[src/design/pdse_pkg.sv]
// shared constants, codes and types of the postfix digit stack evaluator
`default_nettype none

package pdse_pkg;

  localparam int unsigned STACK_DEPTH_DEF = 16;
  localparam int unsigned DATA_W          = 32;

  // character codes
  localparam logic [7:0] CH_TERM  = 8'h3A;
  localparam logic [7:0] CH_ZERO  = 8'h30;
  localparam logic [7:0] CH_PLUS  = 8'h2B;
  localparam logic [7:0] CH_MINUS = 8'h2D;
  localparam logic [7:0] CH_STAR  = 8'h2A;
  localparam logic [7:0] CH_SLASH = 8'h2F;

  // status codes
  localparam logic [1:0] ST_OK        = 2'd0;
  localparam logic [1:0] ST_UNDERFLOW = 2'd1;
  localparam logic [1:0] ST_DIVZERO   = 2'd2;
  localparam logic [1:0] ST_OVERFLOW  = 2'd3;

  typedef enum logic [2:0] {
    S_IDLE,
    S_FETCH,
    S_DIV,
    S_WRITE,
    S_EMIT
  } state_t;

  function automatic logic is_alnum(input logic [7:0] c);
    is_alnum = (c >= 8'h30 && c <= 8'h39) || (c >= 8'h41 && c <= 8'h5A) ||
               (c >= 8'h61 && c <= 8'h7A);
  endfunction

  function automatic logic is_oper(input logic [7:0] c);
    is_oper = (c == CH_PLUS) || (c == CH_MINUS) || (c == CH_STAR) || (c == CH_SLASH);
  endfunction

endpackage

`default_nettype wire

[src/design/postfix_digit_stack_evaluator_unit.sv]
// top level of the postfix digit stack evaluator
// steps: digit, letter or ignored character done on acceptance; + - * fetch,
//   write back; / fetch, 32-step divider plus handoff, write back; ':' fetch
//   unless the stack is empty or an error is held, then the output register,
//   then one beat out when the consumer is ready; one character in work at a time
// reset: stack count, sticky error, state machine and output valid are cleared;
//   stack memory contents are left as they are
`default_nettype none

module postfix_digit_stack_evaluator_unit
  import pdse_pkg::*;
#(
  parameter int unsigned STACK_DEPTH = STACK_DEPTH_DEF
) (
  input  wire logic                clk,
  input  wire logic                rst,
  input  wire logic                in_valid,
  output logic                     in_ready,
  input  wire logic [7:0]          char_code,
  output logic                     out_valid,
  input  wire logic                out_ready,
  output logic signed [DATA_W-1:0] result_value,
  output logic [1:0]               status
);

  localparam int unsigned CNT_W = $clog2(STACK_DEPTH + 1);
  localparam int unsigned AW    = $clog2(STACK_DEPTH);

  state_t state, state_next;

  // control state
  logic [CNT_W-1:0]  stk_count;
  logic [1:0]        err;

  // payload registers
  logic [7:0]        op;
  logic [DATA_W-1:0] rd_top;     // entry at count-1, right operand
  logic [DATA_W-1:0] rd_next;    // entry at count-2, left operand
  logic [DATA_W-1:0] wb;         // value written back by an operator
  logic              neg;        // quotient sign
  logic [DATA_W-1:0] res_value;
  logic [1:0]        res_status;

  // stack memory, two registered read ports and one write port
  logic [DATA_W-1:0] mem [STACK_DEPTH];
  logic              mem_we;
  logic [AW-1:0]     mem_wa;
  logic [DATA_W-1:0] mem_wd;
  logic [AW-1:0]     top_addr;
  logic [AW-1:0]     next_addr;

  // divider hookup
  logic              div_start;
  logic              div_done;
  logic [DATA_W-1:0] div_quot;
  logic [DATA_W-1:0] abs_lhs;
  logic [DATA_W-1:0] abs_rhs;

  logic              in_fire;
  logic              stk_full;
  logic              stk_empty;
  logic              out_free;

  assign in_fire   = in_valid && in_ready;
  assign stk_full  = stk_count >= CNT_W'(STACK_DEPTH);
  assign stk_empty = stk_count == '0;
  assign out_free  = !out_valid || out_ready;
  assign top_addr  = AW'(stk_count - 1'b1);
  assign next_addr = AW'(stk_count - CNT_W'(2));
  assign abs_lhs   = rd_next[DATA_W-1] ? (~rd_next + 1'b1) : rd_next;
  assign abs_rhs   = rd_top[DATA_W-1]  ? (~rd_top + 1'b1)  : rd_top;

  // next state
  always_comb begin
    state_next = state;
    unique case (state)
      S_IDLE: begin
        if (in_fire) begin
          if (char_code == CH_TERM) begin
            // error or empty stack needs no read
            state_next = (err != ST_OK || stk_empty) ? S_EMIT : S_FETCH;
          end else if (err == ST_OK && is_oper(char_code) &&
                       stk_count >= CNT_W'(2)) begin
            state_next = S_FETCH;
          end
        end
      end
      S_FETCH: begin
        if (op == CH_TERM) begin
          state_next = S_EMIT;
        end else if (op == CH_SLASH) begin
          state_next = (rd_top == '0) ? S_IDLE : S_DIV;
        end else begin
          state_next = S_WRITE;
        end
      end
      S_DIV: begin
        if (div_done) state_next = S_WRITE;
      end
      S_WRITE: state_next = S_IDLE;
      S_EMIT: begin
        if (out_free) state_next = S_IDLE;
      end
      default: state_next = S_IDLE;
    endcase
  end

  // state machine outputs
  always_comb begin
    in_ready  = 1'b0;
    mem_we    = 1'b0;
    mem_wa    = top_addr;
    mem_wd    = wb;
    div_start = 1'b0;
    unique case (state)
      S_IDLE: begin
        in_ready = 1'b1;
        // push goes straight into the memory on the accepting edge
        mem_wa   = AW'(stk_count);
        mem_wd   = DATA_W'(char_code - CH_ZERO);
        mem_we   = in_fire && err == ST_OK && is_alnum(char_code) && !stk_full;
      end
      S_FETCH: begin
        div_start = (op == CH_SLASH) && (rd_top != '0);
      end
      S_WRITE: begin
        mem_we = 1'b1;
        mem_wa = next_addr;
        mem_wd = wb;
      end
      S_DIV, S_EMIT: ;
      default: ;
    endcase
  end

  // reads are issued on the accepting edge; every write lands on an earlier edge
  // than the next accept, so reads never meet a write in flight
  always_ff @(posedge clk) begin
    if (mem_we) mem[mem_wa] <= mem_wd;
    if (in_fire) begin
      rd_top  <= mem[top_addr];
      rd_next <= mem[next_addr];
    end
  end

  // control registers
  always_ff @(posedge clk) begin
    if (rst) begin
      state     <= S_IDLE;
      stk_count <= '0;
      err       <= ST_OK;
      out_valid <= 1'b0;
    end else begin
      state <= state_next;
      unique case (state)
        S_IDLE: begin
          if (in_fire) begin
            if (char_code == CH_TERM) begin
              stk_count <= '0;
              err       <= ST_OK;
            end else if (err == ST_OK) begin
              if (is_alnum(char_code)) begin
                if (stk_full) err <= ST_OVERFLOW;
                else stk_count <= stk_count + 1'b1;
              end else if (is_oper(char_code) && stk_count < CNT_W'(2)) begin
                err <= ST_UNDERFLOW;
              end
            end
          end
        end
        S_FETCH: begin
          if (op == CH_SLASH && rd_top == '0) err <= ST_DIVZERO;
        end
        S_WRITE: stk_count <= stk_count - 1'b1;
        default: ;
      endcase
      // output register: load wins over drain
      if (state == S_EMIT && out_free) out_valid <= 1'b1;
      else if (out_ready) out_valid <= 1'b0;
    end
  end

  // datapath registers
  always_ff @(posedge clk) begin
    if (in_fire) begin
      op <= char_code;
      if (char_code == CH_TERM) begin
        res_value <= '0;
        if (err != ST_OK) res_status <= err;
        else if (stk_empty) res_status <= ST_UNDERFLOW;
        else res_status <= ST_OK;
      end
    end
    if (state == S_FETCH) begin
      unique case (op)
        CH_TERM:  res_value <= rd_top;
        CH_PLUS:  wb <= rd_next + rd_top;
        CH_MINUS: wb <= rd_next - rd_top;
        CH_STAR:  wb <= rd_next * rd_top;
        CH_SLASH: neg <= rd_next[DATA_W-1] ^ rd_top[DATA_W-1];
        default: ;
      endcase
    end
    if (state == S_DIV && div_done) begin
      wb <= neg ? (~div_quot + 1'b1) : div_quot;
    end
    if (state == S_EMIT && out_free) begin
      result_value <= $signed(res_value);
      status       <= res_status;
    end
  end

  pdse_divider u_div (
    .clk      (clk),
    .rst      (rst),
    .start    (div_start),
    .dividend (abs_lhs),
    .divisor  (abs_rhs),
    .done     (div_done),
    .quotient (div_quot)
  );

endmodule

`default_nettype wire

[src/design/pdse_divider.sv]
// iterative unsigned restoring divider, one quotient bit per cycle
`default_nettype none

module pdse_divider
  import pdse_pkg::*;
(
  input  wire logic              clk,
  input  wire logic              rst,
  input  wire logic              start,
  input  wire logic [DATA_W-1:0] dividend,
  input  wire logic [DATA_W-1:0] divisor,
  output logic                   done,
  output logic [DATA_W-1:0]      quotient
);

  localparam int unsigned STEP_W = $clog2(DATA_W + 1);

  logic [DATA_W-1:0] rem;
  logic [DATA_W-1:0] quot;
  logic [DATA_W-1:0] dvsr;
  logic [STEP_W-1:0] steps;
  logic              busy;
  logic [DATA_W:0]   shifted;
  logic [DATA_W:0]   diff;

  assign shifted  = {rem, quot[DATA_W-1]};
  assign diff     = shifted - {1'b0, dvsr};
  assign quotient = quot;

  always_ff @(posedge clk) begin
    if (rst) begin
      busy  <= 1'b0;
      done  <= 1'b0;
      steps <= '0;
    end else begin
      done <= 1'b0;
      if (start) begin
        busy  <= 1'b1;
        steps <= STEP_W'(DATA_W);
      end else if (busy) begin
        steps <= steps - 1'b1;
        if (steps == STEP_W'(1)) begin
          busy <= 1'b0;
          done <= 1'b1;
        end
      end
    end
  end

  always_ff @(posedge clk) begin
    if (start) begin
      rem  <= '0;
      quot <= dividend;
      dvsr <= divisor;
    end else if (busy) begin
      if (!diff[DATA_W]) begin
        rem  <= diff[DATA_W-1:0];
        quot <= {quot[DATA_W-2:0], 1'b1};
      end else begin
        rem  <= shifted[DATA_W-1:0];
        quot <= {quot[DATA_W-2:0], 1'b0};
      end
    end
  end

endmodule

`default_nettype wire

[config.mk]
export PLATFORM = sky130hd
export DESIGN_NAME = postfix_digit_stack_evaluator_unit
export DESIGN_NICKNAME = d
export VERILOG_FILES = /design/src/design/pdse_pkg.sv /design/src/design/postfix_digit_stack_evaluator_unit.sv /design/src/design/pdse_divider.sv
export SDC_FILE = /design/constraint.sdc
export NUM_CORES = 2
export LEC_CHECK = 0
export BUFFER_PORTS_ARGS = -buffer_cell sky130_fd_sc_hd__buf_4
export CELL_PAD_IN_SITES_DETAIL_PLACEMENT = 1
export CELL_PAD_IN_SITES_GLOBAL_PLACEMENT = 2
export CORE_MARGIN = 5
export CORE_UTILIZATION = 40
export CTS_BUF_LIST = sky130_fd_sc_hd__clkbuf_4 sky130_fd_sc_hd__clkbuf_8
export CTS_CLUSTER_SIZE = 10
export DETAILED_ROUTE_END_ITERATION = 7
export PLACE_DENSITY_LB_ADDON = 0.1
export REMOVE_ABC_BUFFERS = 1
export SLEW_MARGIN = 20
export SYNTH_ARGS = -nofsm -noshare
export SYNTH_HDL_FRONTEND = slang
export SYNTH_HIERARCHICAL = 1
export SYNTH_SLANG_ARGS = --single-unit
[constraint.sdc]
create_clock -name clk -period 13.6 [get_ports clk]
set_clock_uncertainty 0.05 [all_clocks]
set_input_delay 1.36 -clock clk [delete_from_list [all_inputs] [get_ports clk]]
set_output_delay 1.36 -clock clk [all_outputs]
set_load 0.005 [all_outputs]
==> flow_summary.ini <==
[outcome]
status = finished clean

[cells_and_area]
multi_input_area_sq_um = 30370
fin_nets = 5091
layout-drive-gt1-share = 0.1693
final_area_sq_um = 61500
syn2layout_area_growth_pct = 9.581
instances_no_fill = 6457
seqCellArea_sq_um = 23200
nFillCells = 14560

[clock_tree]
clock_path_buffers = 3
htree_levels = 4
ctsRootBufferMaster = clkbuf_8
post_cts_buffers = 0
post_cts_resized = 0
tritoncts = done
cts_hold_buf = 0
numCtsBuffers = 143
clock_sinks = 800
clk_pin_slew_ps = 60
insertion_delay_ps = 840

[synth]
yosys.area.top_type = edfxtp_1
synth.cell_area_sq_um = 56130
seq_area_frac_synth = 0.4132
yosys_warnings = 6
netlist_top_cells_area = edfxtp_1 38%, fa_1 15%, mux4_2 13%, ha_1 4.5%, and2_1 3.5%
postSynthCellCount = 4451
synthFlopType = edfxtp_1
ys_ff_latch = 800
synth_top_area_frac = 0.3836
syn-mean-instance-area_sq_um = 12.61
synth_edf_count = 717
async_flop_share = 0
yosysUniqueCellTypes = 84

[detailed_routing]
drt-initial-drc-count = 2487
drt_wl_total_um = 178900
drt_first_pass_iters = 5
vias_per_cell = 5.624
drc = 0
ant_nets = 0
via_count = 36310
avgRoutedWirePerCell_um = 27.71

[sta]
fmax_mhz = 127.5
worst_slew_pin_slew_ps = 1114
whs_ps = 369.6
min_period_ps = 7842
period_share = 0.5766
maxSlewHeadroom = 0.2575
report.final.hold_viol_count = 0
slew_viol_final = 0
rsz0062_at_grt = false
finalSetupViolations = 0

[setup_path]
cp_max_fo = 19
worstPathCellList = and2_1 -> fa_1 -> inv_1 -> fa_1 -> fa_1 -> fa_1 -> inv_1 -> fa_1 -> fa_1 -> fa_1 -> fa_1 -> ha_1 -> a21oi_1 -> inv_1 -> a21o_1 -> a221o_1 -> a211o_1 -> a41oi_1 -> xnor2_1 -> a22oi_1 -> o31ai_1
worst-setup-path-type = reg -> reg
start_kind = flop
crit_arrival_ps = 8370
slowest_stage = edfxtp_1
cp_data_required_time_ps = 14120
cpPeakStageDelay_ps = 1080
crit_top_cell = fa_1
crit_path_end_kind = flop

[place]
dp_hpwl_um = 119100
place_congestion = 0.8357
port_buffers = 47
post_dp_cell_area_sq_um = 58710
placed_cells = 6196

[grt]
antenna_found_initial = 14
grt_pass1_wl_um = 266400
grt_max_degree = 109
grt_pass1_vias = 39180
grt_usage = 0.2446
grt_overflow = 0

[min_path]
worstHoldPathType = reg -> reg

[die]
rows = 137
die_w_um = 384.6
die_area_sq_um = 147900
io_pins = 48
die_h_um = 384.6
initial_utilization = 0.4022
core_sq_um = 139500

[job]
drv_cap = 0
-- per-stage QoR --
stage / utilization / worst slack (ps) / TNS, ps
5_1_grt: 0.4407 / 5465 / 0
2_1_floorplan: - / -1554 / -592660
6_report: 0.4408 / 5758 / 0
3_3_place_gp: 0.4208 / 5871 / 0
3_5_place_dp: 0.4208 / 5812 / 0
4_1_cts: 0.4407 / 5771 / 0
-- kinds of logic (layout without fill, tap and decap cells) --
| kind of cell | count (synthesis) | count (layout) | synth area share |
|---|---|---|---|
| simple gates | 1118 | 1118 | 0.09920 |
| buf+inv | 725 | 851 | 0.04938 |
| mux | 384 | 384 | 0.1406 |
| flops | 800 | 800 | 0.4132 |
| other cells | 0 | 4 | 0 |
| fa+ha+maj | 614 | 614 | 0.1917 |
| xor+xnor | 264 | 264 | 0.04144 |
| compound gates | 546 | 546 | 0.06445 |
-- worst max-delay path, delay by kind of cell, from the launching register on --
family / cells / cell delay, ps
fa+ha+maj: 9 / 4200
simple gates: 1 / 270
flops: 1 / 1080
xor+xnor: 1 / 140
compound gates: 7 / 1600
buf+inv: 3 / 230
-- layout make-up --
cell class	instances	area share
multi-input cells	2926	0.4937
flip-flops and latches	800	0.3772
well taps	1876	0.03816
clock buffers	183	0.03688
inverters	447	0.02730
repair buffers	147	0.01815
clock inverters	74	0.008361
diodes	4	0.0001628
-- layout by cell type (no fill, tap or decap), types with 111 or more instances in the layout --
master,instances
nand2_1,443
buf_4,146
inv_1,443
o21ai_0,117
clkbuf_8,143
xnor2_1,175
ha_1,202
fa_1,410
a21oi_1,111
edfxtp_1,717
and2_1,315
mux4_2,320
nor2_1,120
-- cells in the mapped netlist, types with 5 or more instances --
cell type,number
edfxtp_1,717
inv_1,444
nand2_1,443
fa_1,410
mux4_2,320
and2_1,315
clkbuf_1,230
ha_1,204
xnor2_1,178
nor2_1,138
o21ai_0,117
a21oi_1,111
xor2_1,85
dfxtp_1,83
a21o_1,72
a211oi_1,52
o31ai_1,43
buf_1,35
mux2_2,34
nand3_1,32
nor3_1,31
mux2i_1,30
or3_1,29
o21a_1,22
a31oi_1,21
nand2b_1,21
nor2b_1,17
and3_1,15
or2_2,15
nor4_1,14
o211ai_1,12
o21bai_1,11
o41ai_1,11
or4_1,11
a311oi_1,9
a22oi_1,8
buf_2,7
and4_1,6
nand3b_1,6
nand4_1,6
buf_6,5
o22ai_1,5
-- state kept, by name, summed over array words and instances (netlist names) --
| name | cells |
|---|---|
| status | 2 |
| err | 2 |
| result_value | 32 |
| op | 8 |
| rd_next | 32 |
| u_div/quotient | 32 |
| mem | 512 |
| neg | 1 |
| res_value | 32 |
| u_div/rem | 32 |
| u_div/busy | 1 |
| state | 3 |
| wb | 32 |
| u_div/steps | 6 |
| rd_top | 32 |
| u_div/dvsr | 32 |
| stk_count | 5 |
| out_valid | 1 |
| u_div/done | 1 |
| res_status | 2 |
-- routing by layer --
layer	vias to the layer above	track usage	part of all wire
met3	246	0.03403	0.052
li1	15800	-	-
met5	-	0	0.00023
met4	6	0.06025	0.023
met1	19270	0.3414	0.44
met2	985	0.4064	0.48
-- final timing paths --
check	from	endpoint	slack [ps]	cells past startpoint
min	res_value[27]	result_value[27]	370	0
max reg2reg	rd_next[18]	wb[31]	5760	21
max	rd_next[18]	wb[31]	5760	21
min reg2reg	res_value[27]	result_value[27]	370	0
Power is not shown: default switching activity piles up to over one toggle a cycle in this logic, so the estimate is an artifact.
